`config.mk`:
```
export PLATFORM = sky130hd
export DESIGN_NAME = cell_face_corner_indices_flat
export DESIGN_NICKNAME = d
export VERILOG_FILES = /design/src/rtl/cfci_pkg.sv /design/src/rtl/cfci_req_if.sv /design/src/rtl/cfci_rsp_if.sv /design/src/rtl/cell_face_corner_indices.sv /design/src/flat_wrapper.sv
export SDC_FILE = /design/constraint.sdc
export NUM_CORES = 1
export LEC_CHECK = 0
export BUFFER_PORTS_ARGS = -buffer_cell sky130_fd_sc_hd__clkbuf_2
export CORE_MARGIN = 2
export CORE_UTILIZATION = 40
export CTS_CLUSTER_DIAMETER = 120
export DETAILED_ROUTE_END_ITERATION = 10
export GPL_TIMING_DRIVEN = 1
export SLEW_MARGIN = 15
export SYNTH_ARGS = -nofsm -noshare
export SYNTH_HDL_FRONTEND = slang
export SYNTH_SLANG_ARGS = --single-unit
```
`constraint.sdc`:
```
create_clock -name clock -period 7.7 [get_ports clock]
set_input_delay 0.385 -clock clock [delete_from_list [all_inputs] [get_ports clock]]
set_output_delay 0.385 -clock clock [all_outputs]
set_load 0.05 [all_outputs]
```
`src/rtl/cfci_pkg.sv`:
```
// Shared constants, types and face tables for the cell face corner lookup.
`timescale 1ns / 1ps

package cfci_pkg;

   localparam int CELL_TYPE_W   = 3;
   localparam int NODE_COUNT_W  = 11;
   localparam int FACE_W        = 3;
   localparam int CORNER_W      = 10;
   localparam int COUNT_W       = 3;
   localparam int STATUS_W      = 2;

   localparam logic [NODE_COUNT_W-1:0] MAX_NODE_COUNT = 11'd1024;
   localparam logic [NODE_COUNT_W-1:0] SERENDIPITY_QUAD_NODES = 11'd8;
   localparam logic [NODE_COUNT_W-1:0] SERENDIPITY_HEX_NODES  = 11'd20;

   // Largest nodes per edge that a lattice can have within the node limit.
   localparam int SQUARE_ROOT_LIMIT = 32;
   localparam int CUBE_ROOT_LIMIT   = 10;
   localparam int EDGE_W            = 6;

   localparam logic [CELL_TYPE_W-1:0] CT_TRI   = 3'd0;
   localparam logic [CELL_TYPE_W-1:0] CT_QUAD  = 3'd1;
   localparam logic [CELL_TYPE_W-1:0] CT_TET   = 3'd2;
   localparam logic [CELL_TYPE_W-1:0] CT_PRISM = 3'd3;
   localparam logic [CELL_TYPE_W-1:0] CT_HEX   = 3'd4;

   typedef enum logic [STATUS_W-1:0] {
      ST_OK           = 2'd0,
      ST_BAD_COUNT    = 2'd1,
      ST_UNKNOWN_TYPE = 2'd2,
      ST_BAD_FACE     = 2'd3
   } status_type;

   typedef logic [CORNER_W-1:0] corner_type;

   localparam logic [2:0] TRI_FACES [3][2] = '{
      '{3'd0, 3'd1}, '{3'd1, 3'd2}, '{3'd2, 3'd0}};
   localparam logic [2:0] QUAD_FACES [4][2] = '{
      '{3'd0, 3'd1}, '{3'd1, 3'd2}, '{3'd2, 3'd3}, '{3'd3, 3'd0}};
   localparam logic [2:0] TET_FACES [4][3] = '{
      '{3'd1, 3'd2, 3'd3}, '{3'd0, 3'd3, 3'd2},
      '{3'd0, 3'd1, 3'd3}, '{3'd0, 3'd2, 3'd1}};
   localparam logic [2:0] PRISM_FACES [5][4] = '{
      '{3'd0, 3'd2, 3'd1, 3'd0}, '{3'd3, 3'd4, 3'd5, 3'd0},
      '{3'd0, 3'd1, 3'd4, 3'd3}, '{3'd1, 3'd2, 3'd5, 3'd4},
      '{3'd2, 3'd0, 3'd3, 3'd5}};
   localparam logic [2:0] HEX_FACES [6][4] = '{
      '{3'd1, 3'd0, 3'd3, 3'd2}, '{3'd0, 3'd1, 3'd5, 3'd4},
      '{3'd1, 3'd2, 3'd6, 3'd5}, '{3'd2, 3'd3, 3'd7, 3'd6},
      '{3'd3, 3'd0, 3'd4, 3'd7}, '{3'd4, 3'd5, 3'd6, 3'd7}};

   // Faces (edges in 2D) per cell type; 0 for an unknown type.
   function automatic logic [FACE_W:0] face_count(input logic [CELL_TYPE_W-1:0] ct);
      case (ct)
         CT_TRI:   face_count = 4'd3;
         CT_QUAD:  face_count = 4'd4;
         CT_TET:   face_count = 4'd4;
         CT_PRISM: face_count = 4'd5;
         CT_HEX:   face_count = 4'd6;
         default:  face_count = 4'd0;
      endcase
   endfunction

   // Corners on one face of a valid cell type and face.
   function automatic logic [COUNT_W-1:0] face_size(input logic [CELL_TYPE_W-1:0] ct,
                                                   input logic [FACE_W-1:0] face);
      case (ct)
         CT_TRI, CT_QUAD: face_size = 3'd2;
         CT_TET:          face_size = 3'd3;
         CT_PRISM:        face_size = (face < 3'd2) ? 3'd3 : 3'd4;
         CT_HEX:          face_size = 3'd4;
         default:         face_size = 3'd0;
      endcase
   endfunction

   // Slot in the corner vector for corner k of a face; 0 outside the tables.
   function automatic logic [2:0] face_slot(input logic [CELL_TYPE_W-1:0] ct,
                                            input logic [FACE_W-1:0] face,
                                            input logic [1:0] k);
      logic [2:0] slot;
      slot = 3'd0;
      case (ct)
         CT_TRI: begin
            if (face < 3'd3 && k < 2'd2) slot = TRI_FACES[face[1:0]][k[0]];
         end
         CT_QUAD: begin
            if (face < 3'd4 && k < 2'd2) slot = QUAD_FACES[face[1:0]][k[0]];
         end
         CT_TET: begin
            if (face < 3'd4 && k < 2'd3) slot = TET_FACES[face[1:0]][k];
         end
         CT_PRISM: begin
            if (face < 3'd5) slot = PRISM_FACES[face][k];
         end
         CT_HEX: begin
            if (face < 3'd6) slot = HEX_FACES[face][k];
         end
         default: slot = 3'd0;
      endcase
      return slot;
   endfunction

endpackage

```
`src/rtl/cfci_req_if.sv`:
```
// Query channel: cell type, node count and face number with valid/ready.
`timescale 1ns / 1ps

interface cfci_req_if import cfci_pkg::*; ();
   logic                    valid;
   logic                    ready;
   logic [CELL_TYPE_W-1:0]  cell_type;
   logic [NODE_COUNT_W-1:0] node_count;
   logic [FACE_W-1:0]       face_number;

   modport source (output valid, cell_type, node_count, face_number, input ready);
   modport sink   (input valid, cell_type, node_count, face_number, output ready);
endinterface

```
`src/rtl/cfci_rsp_if.sv`:
```
// Result channel: corner count, four corner indices and status with valid/ready.
`timescale 1ns / 1ps

interface cfci_rsp_if import cfci_pkg::*; ();
   logic                valid;
   logic                ready;
   logic [COUNT_W-1:0]  corner_count;
   logic [CORNER_W-1:0] corner_a;
   logic [CORNER_W-1:0] corner_b;
   logic [CORNER_W-1:0] corner_c;
   logic [CORNER_W-1:0] corner_d;
   logic [STATUS_W-1:0] status;

   modport source (output valid, corner_count, corner_a, corner_b, corner_c, corner_d,
                   status, input ready);
   modport sink   (input valid, corner_count, corner_a, corner_b, corner_c, corner_d,
                   status, output ready);
endinterface

```
`src/rtl/cell_face_corner_indices.sv`:
```
// Cell face corner lookup: three-stage pipeline from face query to corner indices.
`timescale 1ns / 1ps

//  channel    direction  payload
//  req_chan   in         cell_type, node_count, face_number
//  rsp_chan   out        corner_count, corner_a..corner_d, status
//
//  An accepted query is loaded into stage 1 and moves on through stages 2
//  and 3; its result is then on rsp_chan. One transaction can enter every
//  cycle unless a stall backs up to stage 1. Stage 1 finds the lattice edge
//  length and the status, stage 2 builds the corner vector (one small
//  multiply), stage 3 picks the face corners into the output register.
//  Synchronous reset empties the pipeline. Each stage holds while the stage
//  after it is full and stalled, so a stall only backs up into the holes.

module cell_face_corner_indices import cfci_pkg::*; (
   input  logic            clock,
   input  logic            reset,
   cfci_req_if.sink        req_chan,
   cfci_rsp_if.source      rsp_chan
);

   // ---------------------------------------------------------------
   // Stage handshake: a stage takes new data when empty or draining.
   // ---------------------------------------------------------------
   logic s1_valid_ff, s2_valid_ff, s3_valid_ff;
   logic s1_ready, s2_ready, s3_ready;

   assign s3_ready = !s3_valid_ff || rsp_chan.ready;
   assign s2_ready = !s2_valid_ff || s3_ready;
   assign s1_ready = !s1_valid_ff || s2_ready;
   assign req_chan.ready = s1_ready;

   // ---------------------------------------------------------------
   // Stage 1: root search against constant squares and cubes, status.
   // ---------------------------------------------------------------
   logic [CELL_TYPE_W-1:0]  s1_type_in,    s1_type_ff;
   logic [NODE_COUNT_W-1:0] s1_nodes_in,   s1_nodes_ff;
   logic [FACE_W-1:0]       s1_face_in,    s1_face_ff;
   status_type              s1_status_in,  s1_status_ff;
   logic                    s1_lattice_in, s1_lattice_ff;
   logic [EDGE_W-1:0]       s1_edge_in,    s1_edge_ff;
   logic [NODE_COUNT_W-1:0] s1_edge_sq_in, s1_edge_sq_ff;

   logic [EDGE_W-1:0]       sq_root, cu_root;
   logic [NODE_COUNT_W-1:0] sq_val,  cu_sq_val;
   logic                    sq_hit,  cu_hit;

   always_comb begin
      s1_type_in  = req_chan.cell_type;
      s1_nodes_in = req_chan.node_count;
      s1_face_in  = req_chan.face_number;

      // Independent compares against constant lattice sizes.
      sq_hit  = 1'b0;
      sq_root = '0;
      sq_val  = '0;
      for (int r = 1; r <= SQUARE_ROOT_LIMIT; r++) begin
         if (s1_nodes_in == NODE_COUNT_W'(r * r)) begin
            sq_hit  = 1'b1;
            sq_root = EDGE_W'(r);
            sq_val  = NODE_COUNT_W'(r * r);
         end
      end
      cu_hit    = 1'b0;
      cu_root   = '0;
      cu_sq_val = '0;
      for (int r = 1; r <= CUBE_ROOT_LIMIT; r++) begin
         if (s1_nodes_in == NODE_COUNT_W'(r * r * r)) begin
            cu_hit    = 1'b1;
            cu_root   = EDGE_W'(r);
            cu_sq_val = NODE_COUNT_W'(r * r);
         end
      end

      s1_lattice_in = 1'b0;
      s1_edge_in    = sq_root;
      s1_edge_sq_in = sq_val;
      if (s1_type_in == CT_HEX) begin
         s1_edge_in    = cu_root;
         s1_edge_sq_in = cu_sq_val;
      end

      // Priority: unknown type, then node count, then face.
      s1_status_in = ST_OK;
      if (s1_type_in > CT_HEX) begin
         s1_status_in = ST_UNKNOWN_TYPE;
      end else if (s1_nodes_in == '0 || s1_nodes_in > MAX_NODE_COUNT) begin
         s1_status_in = ST_BAD_COUNT;
      end else if (s1_type_in == CT_QUAD) begin
         if (sq_hit) begin
            s1_lattice_in = 1'b1;
         end else if (s1_nodes_in != SERENDIPITY_QUAD_NODES) begin
            s1_status_in = ST_BAD_COUNT;
         end
      end else if (s1_type_in == CT_HEX) begin
         if (cu_hit) begin
            s1_lattice_in = 1'b1;
         end else if (s1_nodes_in != SERENDIPITY_HEX_NODES) begin
            s1_status_in = ST_BAD_COUNT;
         end
      end
      if (s1_status_in == ST_OK && {1'b0, s1_face_in} >= face_count(s1_type_in)) begin
         s1_status_in = ST_BAD_FACE;
      end
   end

   // ---------------------------------------------------------------
   // Stage 2: corner vector; identity unless the cell is a lattice.
   // ---------------------------------------------------------------
   logic [CELL_TYPE_W-1:0] s2_type_ff;
   logic [FACE_W-1:0]      s2_face_ff;
   status_type             s2_status_ff;
   corner_type             s2_corner_in [8];
   corner_type             s2_corner_ff [8];

   logic [NODE_COUNT_W-1:0]        edge_ext;
   logic [NODE_COUNT_W-1:0]        last_node, back_row, sq_last, sq_back;
   logic [NODE_COUNT_W+EDGE_W-1:0] top_start;

   always_comb begin
      edge_ext  = NODE_COUNT_W'(s1_edge_ff);
      last_node = s1_nodes_ff - 11'd1;
      back_row  = s1_nodes_ff - edge_ext;
      sq_last   = s1_edge_sq_ff - 11'd1;
      sq_back   = s1_edge_sq_ff - edge_ext;
      // Start of the top layer: m*m*(m-1).
      top_start = s1_edge_sq_ff * (s1_edge_ff - 6'd1);

      for (int i = 0; i < 8; i++) begin
         s2_corner_in[i] = CORNER_W'(i);
      end
      if (s1_lattice_ff && s1_type_ff == CT_QUAD) begin
         s2_corner_in[1] = CORNER_W'(edge_ext - 11'd1);
         s2_corner_in[2] = last_node[CORNER_W-1:0];
         s2_corner_in[3] = back_row[CORNER_W-1:0];
      end else if (s1_lattice_ff && s1_type_ff == CT_HEX) begin
         s2_corner_in[1] = CORNER_W'(edge_ext - 11'd1);
         s2_corner_in[2] = sq_last[CORNER_W-1:0];
         s2_corner_in[3] = sq_back[CORNER_W-1:0];
         s2_corner_in[4] = top_start[CORNER_W-1:0];
         s2_corner_in[5] = CORNER_W'(top_start[CORNER_W-1:0] + edge_ext[CORNER_W-1:0]
                                     - 10'd1);
         s2_corner_in[6] = last_node[CORNER_W-1:0];
         s2_corner_in[7] = back_row[CORNER_W-1:0];
      end
   end

   // ---------------------------------------------------------------
   // Stage 3: pick the face corners; zero everything on error.
   // ---------------------------------------------------------------
   logic [COUNT_W-1:0] s3_count_in,  s3_count_ff;
   corner_type         s3_corner_in [4];
   corner_type         s3_corner_ff [4];
   status_type         s3_status_ff;

   always_comb begin
      s3_count_in = '0;
      for (int k = 0; k < 4; k++) begin
         s3_corner_in[k] = '0;
      end
      if (s2_status_ff == ST_OK) begin
         s3_count_in = face_size(s2_type_ff, s2_face_ff);
         for (int k = 0; k < 4; k++) begin
            if (COUNT_W'(k) < s3_count_in) begin
               s3_corner_in[k] = s2_corner_ff[face_slot(s2_type_ff, s2_face_ff, 2'(k))];
            end
         end
      end
   end

   // ---------------------------------------------------------------
   // Registers: valid bits reset, payload loads on advance.
   // ---------------------------------------------------------------
   always_ff @(posedge clock) begin
      if (reset) begin
         s1_valid_ff <= 1'b0;
         s2_valid_ff <= 1'b0;
         s3_valid_ff <= 1'b0;
      end else begin
         if (s1_ready) s1_valid_ff <= req_chan.valid;
         if (s2_ready) s2_valid_ff <= s1_valid_ff;
         if (s3_ready) s3_valid_ff <= s2_valid_ff;
      end
   end

   always_ff @(posedge clock) begin
      if (s1_ready && req_chan.valid) begin
         s1_type_ff    <= s1_type_in;
         s1_nodes_ff   <= s1_nodes_in;
         s1_face_ff    <= s1_face_in;
         s1_status_ff  <= s1_status_in;
         s1_lattice_ff <= s1_lattice_in;
         s1_edge_ff    <= s1_edge_in;
         s1_edge_sq_ff <= s1_edge_sq_in;
      end
      if (s2_ready && s1_valid_ff) begin
         s2_type_ff   <= s1_type_ff;
         s2_face_ff   <= s1_face_ff;
         s2_status_ff <= s1_status_ff;
         s2_corner_ff <= s2_corner_in;
      end
      if (s3_ready && s2_valid_ff) begin
         s3_count_ff  <= s3_count_in;
         s3_corner_ff <= s3_corner_in;
         s3_status_ff <= s2_status_ff;
      end
   end

   // Drive the result channel straight from the output register.
   assign rsp_chan.valid        = s3_valid_ff;
   assign rsp_chan.corner_count = s3_count_ff;
   assign rsp_chan.corner_a     = s3_corner_ff[0];
   assign rsp_chan.corner_b     = s3_corner_ff[1];
   assign rsp_chan.corner_c     = s3_corner_ff[2];
   assign rsp_chan.corner_d     = s3_corner_ff[3];
   assign rsp_chan.status       = STATUS_W'(s3_status_ff);

   // ---------------------------------------------------------------
   // Assertions
   // ---------------------------------------------------------------
   a_error_zeroes: assert property (@(posedge clock) disable iff (reset)
      rsp_chan.valid && rsp_chan.status != STATUS_W'(ST_OK) |->
         rsp_chan.corner_count == '0 && rsp_chan.corner_a == '0 &&
         rsp_chan.corner_b == '0 && rsp_chan.corner_c == '0 && rsp_chan.corner_d == '0)
      else $error("error result carries nonzero corners");

   a_ok_count: assert property (@(posedge clock) disable iff (reset)
      rsp_chan.valid && rsp_chan.status == STATUS_W'(ST_OK) |->
         rsp_chan.corner_count == 3'd2 || rsp_chan.corner_count == 3'd3 ||
         rsp_chan.corner_count == 3'd4)
      else $error("ok result with bad corner count");

   a_edge_unused: assert property (@(posedge clock) disable iff (reset)
      rsp_chan.valid && rsp_chan.corner_count == 3'd2 |->
         rsp_chan.corner_c == '0 && rsp_chan.corner_d == '0)
      else $error("edge result with nonzero upper corners");

   a_stall_holds: assert property (@(posedge clock) disable iff (reset)
      s2_valid_ff && !s3_ready |=> s2_valid_ff && $stable(s2_status_ff))
      else $error("stage 2 lost data under stall");

endmodule

```
`src/flat_wrapper.sv`:
```
// flat-port wrapper written by rule: the top's interface ports become plain ports
module cell_face_corner_indices_flat import cfci_pkg::*;
  (clock, reset, req_chan_valid, req_chan_cell_type, req_chan_node_count, req_chan_face_number, req_chan_ready, rsp_chan_valid, rsp_chan_corner_count, rsp_chan_corner_a, rsp_chan_corner_b, rsp_chan_corner_c, rsp_chan_corner_d, rsp_chan_status, rsp_chan_ready);
  cfci_req_if req_chan_i ();
  cfci_rsp_if rsp_chan_i ();
  input  logic clock;
  input  logic reset;
  input wire logic [$bits(req_chan_i.valid)-1:0] req_chan_valid;
  input wire logic [$bits(req_chan_i.cell_type)-1:0] req_chan_cell_type;
  input wire logic [$bits(req_chan_i.node_count)-1:0] req_chan_node_count;
  input wire logic [$bits(req_chan_i.face_number)-1:0] req_chan_face_number;
  output wire logic [$bits(req_chan_i.ready)-1:0] req_chan_ready;
  output wire logic [$bits(rsp_chan_i.valid)-1:0] rsp_chan_valid;
  output wire logic [$bits(rsp_chan_i.corner_count)-1:0] rsp_chan_corner_count;
  output wire logic [$bits(rsp_chan_i.corner_a)-1:0] rsp_chan_corner_a;
  output wire logic [$bits(rsp_chan_i.corner_b)-1:0] rsp_chan_corner_b;
  output wire logic [$bits(rsp_chan_i.corner_c)-1:0] rsp_chan_corner_c;
  output wire logic [$bits(rsp_chan_i.corner_d)-1:0] rsp_chan_corner_d;
  output wire logic [$bits(rsp_chan_i.status)-1:0] rsp_chan_status;
  input wire logic [$bits(rsp_chan_i.ready)-1:0] rsp_chan_ready;
  assign req_chan_i.valid = req_chan_valid;
  assign req_chan_i.cell_type = req_chan_cell_type;
  assign req_chan_i.node_count = req_chan_node_count;
  assign req_chan_i.face_number = req_chan_face_number;
  assign req_chan_ready = req_chan_i.ready;
  assign rsp_chan_valid = rsp_chan_i.valid;
  assign rsp_chan_corner_count = rsp_chan_i.corner_count;
  assign rsp_chan_corner_a = rsp_chan_i.corner_a;
  assign rsp_chan_corner_b = rsp_chan_i.corner_b;
  assign rsp_chan_corner_c = rsp_chan_i.corner_c;
  assign rsp_chan_corner_d = rsp_chan_i.corner_d;
  assign rsp_chan_status = rsp_chan_i.status;
  assign rsp_chan_i.ready = rsp_chan_ready;
  cell_face_corner_indices u_core (.clock(clock), .reset(reset), .req_chan(req_chan_i), .rsp_chan(rsp_chan_i));
endmodule
```
==> results of run 1 <==
-- placed cells by master, fill, tap and decap left out, types with 17 or more instances in the layout --
master     synthesis  final
nor2_1           133    133
clkbuf_2           0     67
inv_1             71     71
nor3_1            39     39
edfxtp_1         152    152
ha_1              61     61
nand2_1          103    103
a221oi_1          18     18
a211oi_1          24     24
a31oi_1           19     18
nor2b_1           34     33
clkbuf_16          0     17
nand3_1           28     28
xnor2_1           41     41
mux2i_1           99     99
o22ai_1           20     20
mux2_2            17     17
a21oi_1           59     58
fa_1              18     18
and2_1            24     24
o21ai_0           45     43
-- report_power, final --
group          total (mW)  switching, mW  internal, mW
Sequential           1.04         0.0558         0.981
Clock               0.816          0.347         0.469
Combinational       0.926          0.518         0.408
-- cell families after synthesis --
kind of cell | after synthesis | synth area share
AOI/OAI and AO/OA | 262 | 0.144
xor gates and xnor gates | 54 | 0.0428
adders and majority gates | 79 | 0.0933
buffers and inverters | 154 | 0.0506
DFF | 155 | 0.384
muxes | 116 | 0.0982
and+or+nand+nor | 454 | 0.188
-- worst paths after layout --
check                         start  slack (ns)                 endpoint
min                           reset        0.14       u_core.s1_valid_ff
max            u_core.s1_edge_ff[0]        1.59  u_core.s2_corner_ff[29]
min reg2reg  u_core.s1_status_ff[0]        0.41   u_core.s2_status_ff[0]
max reg2reg    u_core.s1_edge_ff[0]        1.59  u_core.s2_corner_ff[29]
-- layout make-up --
type / instances / area, µm² / share of cell area
Tap cell: 390 / 488 / 0.0366
Clock inverter: 13 / 131 / 0.00986
Inverter: 71 / 267 / 0.0200
Sequential cell: 155 / 4620 / 0.347
Multi-Input combinational cell: 965 / 6890 / 0.517
Clock buffer: 19 / 453 / 0.0340
Timing Repair Buffer: 83 / 468 / 0.0351
-- sequential cells by signal (all words and copies together) (netlist names) --
name / flops
u_core.s2_type_ff: 3
u_core.rsp_chan.corner_count: 3
u_core.s2_status_ff: 2
u_core.rsp_chan.corner_a: 10
u_core.s1_edge_ff: 6
u_core.rsp_chan.status: 2
u_core.s1_edge_sq_ff: 8
u_core.s1_nodes_ff: 10
u_core.s1_status_ff: 2
u_core.rsp_chan.valid: 1
u_core.s2_valid_ff: 1
u_core.s1_valid_ff: 1
u_core.s1_face_ff: 3
u_core.s1_lattice_ff: 1
u_core.rsp_chan.corner_d: 10
u_core.rsp_chan.corner_b: 10
u_core.s2_face_ff: 3
u_core.s2_corner_ff: 66
u_core.s1_type_ff: 3
u_core.rsp_chan.corner_c: 10
-- per-layer routing --
metal / vias to the layer above / global-route usage
met5: - / 0
met1: 4677 / 0.286
met4: 0 / 0.0714
met3: 64 / 0.0283
met2: 353 / 0.330
li1: 4678 / -
-- stage by stage --
stage	util	instances	cell area (µm²)
floorplan	-	1274	12000
global placement	0.429	1663	12700
detailed placement	0.429	1663	12700
CTS	0.449	1695	13300
global route	0.449	1696	13300
finish	0.449	1696	13300
==> metrics.md, run 1 <==
| Metric | Value |
|---|---|
| Crit-path cells | buf_4 > inv_1 > ha_1 > nor3b_1 > xnor2_1 > nor2_1 > ha_1 > inv_1 > fa_1 > inv_1 > ha_1 > inv_1 > fa_1 > inv_1 > fa_1 > ha_1 > o21a_1 > o31a_1 > o21ai_0 > or2b_2 > xnor3_1 > xnor2_1 > xnor2_1 > nor2_1 |
| Most common cell in the netlist | edfxtp_1 |
| Proportion of layout cells with a drive suffix above 1 | 0.124 |
| CTS Buffer Depth | 2 |
| Hold Fails Final Rpt | 0 |
| DR top layer | met4 |
| First-pass DRT Iterations | 6 |
| Syn nets | 1374 |
| Drt wl/cell | around 19 µm |
| Main synth FF type | edfxtp_1 |
| Post-synth cell types | 77 |
| Ys async rst share | 0 |
| CTS tree | done |
| Seq/Total Area, Yosys | 0.384 |
| Yosys reg bits | ~160 |
| Worst hold path type | input pin to flop |
| Clock Root Buffer | clkbuf_16 |
| Synth Cell Area | roughly 0.012 mm² |
| P_leak | 4.80 nW |
| Worst reg2reg path depth | 24 |
| Skew-Pair Late Insertion Delay | roughly 0.43 ns |
| Top cell type's share of synthesized area | 0.379 |
| CP Launch Type | flop |
| Post-CTS setup buffer count | 0 |
| Synth area leader | edfxtp_1 |
| Core area | approximately 0.030 mm² |
| Inserted Diodes | 0 |
| Post-synthesis average cell area | between 9 and 10 µm² |
| WL final | around 32000 µm |
| # clock sinks | 155 |
| Crit-path max cell delay | approximately 0.5 ns |
| # resized after CTS | 0 |
| Vias in the first global route | 9275 |
| Worst path top cell family by delay | adder cells |
| Critical path depth | 24 |
| Via count | 9772 |
| P per Cell Area | ~210 mW/mm² |
| Num CTS Buffers | 17 |
| Outcome | complete, no violations |
| Post-synth EDFFs | roughly 150 |
| Met2 wire len | 14700 µm |
| Routed vias/inst | 5.76 |
| Post-Syn Instances | about 1300 |
| Drt drc | 0 |
| Routability congestion estimate | between 0.9 and 1 |
| Minimum clock period | around 6.1 ns |
| Fill cells | between 2000 and 3000 |
| Synth top area cells | edfxtp_1, mux2i_1, ha_1 |
| Total grt overflow | 0 |
| Share of the clock period used by the worst path | 0.794 |
| Fin nets | roughly 1400 |
| Worst Setup End Kind | flop |
| Req. time, crit path | ~7.9 ns |
| Die Ht | 178 µm |
| Port bufs | 67 |
| Reg clk slew, reported paths | around 0.070 ns |
| DRT iter0 DRCs | 1125 |
| Fin worst setup slack | 1.59 ns |
| RSZ-0062 raised after global routing | false |
| Layout area overhead | 10.6% |
| Post-DP HPWL | between 20000 and 25000 µm |
| DRT antenna net count | 0 |
| Crit Path Max Fanout | 24 |
| Die area | 0.0315 mm² |
| Ports | between 60 and 70 |
| Critical path's slowest cell | fa_1 |
| Hold_ws | 0.142 ns |
| Hold Path Depth | 2 |
| Setup Slack @ Placement | roughly 1.6 ns |
| Setup TNS | 0 ns |
| CP Class | flop to flop |
| H-tree depth | 4 |
| Clk_skew | approximately 0.011 ns |
| Relative slew slack | 0.219 |
| Placement Rows | 63 |
| Achievable clock frequency | between 150 and 200 MHz |
| Max Slew Vio Count | 0 |
| Total Routing Usage GR | 0.206 |
| Initial cell density of the core | 0.406 |
| VDD IR max | 0.000161 V |
| Max-Cap Viols | 0 |
| WP data arrival | between 6 and 7 ns |
| Die width | 178 µm |
| Initial antenna violation count | 0 |
| Synth top cells by count | edfxtp_1, nor2_1, nand2_1 |
| Wl on met1 | roughly 14000 µm |
| Largest net degree at the start of global routing | 75 |
| Hold-fix buffers, CTS | 0 |
| Warnings from Yosys | 0 |
| Setup violations, final | 0 |
| CP Buf/Inv Count | 6 |
| Worst Tran Pin Value | between 1 and 1.5 ns |
| Met3 wire len | around 1700 µm |
| First-pass GRT wire length | between 50000 and 60000 µm |
| Tot Pwr | 2.78 mW |
| Critical Path Most Common Cell | inv_1 |
Power figures use the tool's default switching activity.
==> run 2: changes to the inputs <==
- ABC_AREA: default -> 1
- clock period: 7.7 -> 5.4 ns (I/O delays scaled with it)
==> metrics.md, run 2 <==
| Metric | Value |
|---|---|
| Outcome | finished with violations |
| Failing checks | negative setup slack |
| Routed vias/inst | 5.34 (-7.3%) |
| Setup TNS | -0.0521 ns (-0.0521 ns) |
| CP Class | flop to flop |
| Hold_ws | 0.0129 ns (-0.129 ns) |
| DRT antenna net count | 0 (unchanged) |
| Area after DPL | 0.0126 mm² (-1.2%) |
| Reg clk slew, reported paths | 0.07 ns (about the same) |
| Area occupied by multi-input gates | 0.00613 mm² (-11%) |
| Total grt overflow | 0 (unchanged) |
| R2r endpoint | u_core.s2_corner_ff[29] |
| Routability congestion estimate | 0.938 (-4.3%) |
| Skew-Pair Late Insertion Delay | 0.45 ns (+0.02 ns) |
| Die Ht | 176 µm (-1.1%) |
| RSZ-0062 raised after global routing | true |
| WP data arrival | 5.66 ns (-0.63 ns) |
| Die width | 176 µm (-1.1%) |
| Layout area overhead | 13.6% |
| Post-synth EDFFs | 152 (unchanged) |
| Synth top area cells | edfxtp_1, inv_1, nor2_1 |
| Synth area leader | edfxtp_1 |
| P_leak | 5.93 nW (+23%) |
| CTS tree | done |
| Setup Slack @ Placement | 0.0669 ns (-1.49 ns) |
| Fin worst setup slack | -0.0521 ns (-1.64 ns) |
| Req. time, crit path | 5.61 ns (-2.26 ns) |
| WL final | 32600 µm (+3.4%) |
| Post-DP HPWL | 25600 µm (+9.1%) |
| First-pass GRT wire length | 52100 µm (+1.9%) |
| Most frequent cells in the layout | inv_1, nor2_1, nand2_1 |
| Ports | 68 (unchanged) |
| # clock sinks | 155 (unchanged) |
| CTS Buffer Depth | 2 (unchanged) |
| Top cell type's share of synthesized area | 0.388 (+0.00898) |
| Clock Root Buffer | clkbuf_16 |
| Clk_skew | 0.00987 ns (-0.00120 ns) |
| Worst r2r src | u_core.s1_edge_ff[1] |
| Drt wl/cell | 16.8 µm (-9.9%) |
| Worst hold path type | input pin to flop |
| Core area | 0.0289 mm² (-2.6%) |
| Fin area | 0.0134 mm² (+0.34%) |
| Fin nets | 1650 (+18%) |
| Main synth FF type | edfxtp_1 |
| Worst R2R Setup Slack | -0.05 ns (-1.64 ns) |
| Die area | 0.0308 mm² (-2.3%) |
| Largest net degree at the start of global routing | 75 (unchanged) |
| Initial antenna violation count | 0 (unchanged) |
| Synth Cell Area | 0.0118 mm² (-2.3%) |
| Ys async rst share | 0 (unchanged) |
| Fin cells | 1947 (+15%) |
| Placement Rows | 62 (-1.6%) |
| P per Cell Area | 250 mW/mm² (+20%) |
| Most common cell in the netlist | inv_1 |
| Yosys reg bits | 155 (unchanged) |
| Syn nets | 1579 (+15%) |
| Minimum clock period | 5.45 ns (-0.661 ns) |
| Tot Pwr | 3.34 mW (+20%) |
| Setup violations, final | 1 (+1) |
| Max-Cap Viols | 0 (unchanged) |
| CP Launch Type | flop |
| Post-synth cell types | 61 (-21%) |
| Worst Setup End Kind | flop |
| Warnings from Yosys | 0 (unchanged) |
| Inserted Diodes | 0 (unchanged) |
| Vias in the first global route | 9755 (+5.2%) |
| Worst reg2reg path depth | 27 (+13%) |
| VDD IR max | 0.000230 V (+43%) |
| Fill cells | 2886 (+0.56%) |
| Port bufs | 67 (unchanged) |
| Seq/Total Area, Yosys | 0.393 (+0.00910) |
| Via count | 10400 (+6.4%) |
| Num CTS Buffers | 17 (unchanged) |
| Drt drc | 0 (unchanged) |
| Crit path launch | u_core.s1_edge_ff[1] |
| Worst Tran Pin Value | 0.947 ns (-0.225 ns) |
| Post-Syn Instances | 1479 (+16%) |
| Relative slew slack | 0.367 (+0.148) |
| Synth top cells by count | inv_1, nor2_1, nand2_1 |
| Proportion of layout cells with a drive suffix above 1 | 0.138 (+0.0135) |
| Share of the clock period used by the worst path | 1.01 (+0.216) |
| Placed Instances | 1909 (+15%) |
| First-pass DRT Iterations | 5 (-1) |
| Post-synthesis average cell area | 7.96 µm² (-16%) |
| Crit Path Max Fanout | 3 (-88%) |
| Hold Fails Final Rpt | 0 (unchanged) |
| Achievable clock frequency | 183 MHz (+12%) |
| DRT iter0 DRCs | 973 (-14%) |
| Max reg flops | 66 (unchanged) |
| Seq. cell area | 0.00462 mm² (unchanged) |
| Hold-fix buffers, CTS | 0 (unchanged) |
| CP Capture Point | u_core.s2_corner_ff[29] |
| Most common cell after layout, fill and taps aside | inv_1 |
| Initial cell density of the core | 0.408 (+0.00133) |
| Total Routing Usage GR | 0.215 (+0.00936) |
| Max Slew Vio Count | 0 (unchanged) |
| H-tree depth | 4 (unchanged) |
| Finished Core Util | 0.463 (+0.0137) |
| Largest Register | u_core.s2_corner_ff |
## run 2: cell types whose count changed in the layout (fill, tap and decap cells not counted), moves of 31 or more
| cell | previous run | this run |
|---|---|---|
| inv_1 | 71 | 214 |
| o21ai_0 | 43 | 154 |
| nand2_1 | 103 | 208 |
| mux2i_1 | 99 | 0 |
| nor2_1 | 133 | 213 |
| nor2b_1 | 33 | 0 |
| nand3_1 | 28 | 59 |
## run 2: worst min-delay path by stage
stage,startpoint,to,depth (start not counted)
after CTS,reset,u_core.rsp_chan.valid,2
after global routing,req_chan_face_number[1],u_core.s1_face_ff[1],1
final,reset,u_core.s1_valid_ff,2
after floorplan,reset,u_core.rsp_chan.valid,1
after detailed placement,u_core.s1_status_ff[0],u_core.s2_status_ff[0],0
after global placement,u_core.s1_status_ff[0],u_core.s2_status_ff[0],0
## run 2: final cells by class
cell class | count | area share
clock inverters | 15 | 0.0170
repair buffers | 98 | 0.0425
inverters | 241 | 0.0681
clock buffers | 17 | 0.0318
flip-flops and latches | 155 | 0.346
multi-input cells | 1037 | 0.459
well taps | 384 | 0.0360
## run 2: per-layer routing
| metal | GRT usage | part of all wire |
|---|---|---|
| met1 | 0.276 | 0.43 |
| met2 | 0.360 | 0.48 |
| met3 | 0.0357 | 0.055 |
| met4 | 0.0923 | 0.032 |
| met5 | 0 | 0 |
## run 2: where the power goes
group	internal, mW	switching, mW
registers	1.35	0.0264
logic	0.241	0.403
clock network	0.791	0.531
## run 2: worst max-delay path, cell delays in order (launching register included)
cell,delay [ns]
edfxtp_1,0.45
inv_2,0.12
ha_4,0.17
nand3_4,0.09
xor2_2,0.15
nor2_1,0.07
ha_1,0.29
inv_2,0.04
fa_1,0.46
inv_1,0.04
ha_1,0.28
inv_2,0.04
fa_1,0.51
inv_2,0.04
fa_1,0.59
ha_4,0.22
nand2_2,0.07
nand2_2,0.05
a21oi_2,0.17
xor2_2,0.24
ha_4,0.26
a21oi_2,0.12
o21ai_1,0.08
a21oi_1,0.22
xor2_1,0.20
inv_1,0.07
a21oi_1,0.11
nor2_1,0.05
## run 2: repair_timing
action	4_1_cts	5_1_grt
resized for setup	0	20
setup buffers	0	6
endpoints found under the setup margin	0	1
## run 2: cell families after synthesis
kind of cell | count (synthesis) | synth area share
AND/OR/NAND/NOR | 566 | 0.209
AO/OA/AOI/OAI | 357 | 0.177
buffers and inverters | 287 | 0.0993
flip-flops | 155 | 0.393
adder cells (fa/ha/maj) | 79 | 0.0955
XOR/XNOR | 35 | 0.0267
==> run 3: changes to the inputs <==
- RECOVER_POWER: default -> 25
==> metrics.md, run 3 (synthesized netlist as in run 2, its figures left out) <==
| Metric | Value |
|---|---|
| Fill cells | 2915 (+1.0%) |
| Core area | 0.0289 mm² (unchanged) |
| Inserted Diodes | 0 (unchanged) |
| CP Class | flop to flop |
| Skew-Pair Late Insertion Delay | 0.45 ns (about the same) |
| Die width | 176 µm (unchanged) |
| R2r endpoint | u_core.s2_corner_ff[29] |
| Worst r2r src | u_core.s1_edge_ff[1] |
| Most frequent cells in the layout | inv_1, nor2_1, nand2_1 |
| Post-DP HPWL | 25600 µm (unchanged) |
| Setup Slack @ Placement | 0.0669 ns (unchanged) |
| Hold Path Depth | 2 (unchanged) |
| Largest net degree at the start of global routing | 75 (unchanged) |
| Most common cell after layout, fill and taps aside | inv_1 |
| DRT antenna net count | 0 (unchanged) |
| CTS Buffer Depth | 2 (unchanged) |
| Layout area overhead | 12.8% |
| Initial antenna violation count | 0 (unchanged) |
| Max Slew Vio Count | 46 (+46) |
| P per Cell Area | 252 mW/mm² (+0.57%) |
| Setup violations, final | 1 (unchanged) |
| Max-Cap Viols | 1 (+1) |
| CP Launch Type | flop |
| Worst Setup End Kind | flop |
| # clock sinks | 155 (unchanged) |
| Worst R2R Setup Slack | -0.05 ns (about the same) |
| Area occupied by multi-input gates | 0.00612 mm² (about the same) |
| Total grt overflow | 0 (unchanged) |
| Routed vias/inst | 5.33 (-0.12%) |
| Routability congestion estimate | 0.938 (unchanged) |
| CTS tree | done |
| Hold Fails Final Rpt | 0 (unchanged) |
| Via count | 10400 (-0.12%) |
| Ports | 68 (unchanged) |
| Placement Rows | 62 (unchanged) |
| WL final | 32700 µm (+0.24%) |
| Clock Root Buffer | clkbuf_16 |
| Outcome | finished with violations |
| Seq. cell area | 0.00462 mm² (unchanged) |
| Initial cell density of the core | 0.408 (unchanged) |
| VDD IR max | 0.000229 V (-0.56%) |
| Achievable clock frequency | 183 MHz (about the same) |
| Relative slew slack | -0.559 (-0.926) |
| First-pass GRT wire length | 52100 µm (unchanged) |
| Proportion of layout cells with a drive suffix above 1 | 0.0972 (-0.0403) |
| Hold-fix buffers, CTS | 0 (unchanged) |
| Worst hold path type | input pin to flop |
| Reg clk slew, reported paths | 0.07 ns (about the same) |
| RSZ-0062 raised after global routing | true |
| Req. time, crit path | 5.61 ns (about the same) |
| DRT iter0 DRCs | 985 (+1.2%) |
| CP Capture Point | u_core.s2_corner_ff[29] |
| Fin nets | 1650 (unchanged) |
| Worst reg2reg path depth | 27 (unchanged) |
| Num CTS Buffers | 17 (unchanged) |
| H-tree depth | 4 (unchanged) |
| Crit Path Max Fanout | 3 (unchanged) |
| Share of the clock period used by the worst path | 1.01 (about the same) |
| Fin area | 0.0133 mm² (-0.64%) |
| Hold_sp | reset |
| P_leak | 5.72 nW (-3.4%) |
| Minimum clock period | 5.45 ns (-0.000770 ns) |
| Die Ht | 176 µm (unchanged) |
| Fin worst setup slack | -0.0514 ns (+0.000770 ns) |
| Area after DPL | 0.0126 mm² (unchanged) |
| Die area | 0.0308 mm² (unchanged) |
| First-pass DRT Iterations | 5 (unchanged) |
| Port bufs | 67 (unchanged) |
| Failing checks | max-capacitance violations, max-slew violations, negative setup slack |
| Largest Register | u_core.s2_corner_ff |
| Vias in the first global route | 9755 (unchanged) |
| Setup TNS | -0.0514 ns (+0.000770 ns) |
| Total Routing Usage GR | 0.215 (unchanged) |
| Drt drc | 0 (unchanged) |
| Worst Tran Pin Value | 2.34 ns (+1.39 ns) |
| WP data arrival | 5.66 ns (about the same) |
| Clk_skew | 0.00988 ns (+0.0000121 ns) |
| Drt wl/cell | 16.8 µm (+0.24%) |
| Crit path launch | u_core.s1_edge_ff[1] |
| Max reg flops | 66 (unchanged) |
==> run 3: worst min path at each step <==
stage,endpoint
after floorplan,u_core.rsp_chan.valid
after global routing,u_core.s1_valid_ff
after detailed placement,u_core.s2_status_ff[0]
after CTS,u_core.rsp_chan.valid
final,u_core.s1_valid_ff
after global placement,u_core.s2_status_ff[0]
==> run 3: repair_timing <==
| action | CTS | global route |
|---|---|---|
| setup endpoints to repair | 0 | 1 |
| gates resized for setup | 0 | 20 |
| buffers inserted | 0 | 6 |
==> run 3: final cells by class <==
type                    instances  area share
flip-flops and latches        155       0.348
well taps                     384      0.0362
repair buffers                 98      0.0367
inverters                     241      0.0685
clock buffers                  17      0.0320
clock inverters                15      0.0171
multi-input cells            1037       0.461
==> run 3: worst max-delay path: stages, from the launching register on <==
cell,delay [ns]
edfxtp_1,0.45
inv_2,0.12
ha_4,0.17
nand3_4,0.09
xor2_2,0.15
nor2_1,0.07
ha_1,0.29
inv_2,0.04
fa_1,0.46
inv_1,0.04
ha_1,0.28
inv_2,0.04
fa_1,0.51
inv_2,0.04
fa_1,0.59
ha_4,0.22
nand2_2,0.07
nand2_2,0.05
a21oi_2,0.17
xor2_2,0.24
ha_4,0.26
a21oi_2,0.12
o21ai_1,0.08
a21oi_1,0.22
xor2_1,0.20
inv_1,0.07
a21oi_1,0.11
nor2_1,0.05
==> run 3: where the power goes <==
group | switching, mW | internal (mW)
registers | 0.0262 | 1.35
logic | 0.403 | 0.238
clock network | 0.531 | 0.792
==> run 3: layer usage <==
layer | wire length (µm) | vias up | global-route usage
li1 | - | 5158 | -
met1 | 14100 | 4816 | 0.276
met2 | 15800 | 351 | 0.360
met3 | 1830 | 59 | 0.0357
met4 | 1030 | 0 | 0.0923
met5 | 0 | - | 0
==> run 3: through the flow <==
step	hold slack, ns	total power [mW]	util	cells
floorplan	0.339	1.81	-	1479
global placement	0.406	1.95	0.435	1909
detailed placement	0.410	1.96	0.435	1909
CTS	0.000867	3.28	0.458	1941
global route	0.0213	3.49	0.460	1947
finish	0.0144	3.34	0.460	1947
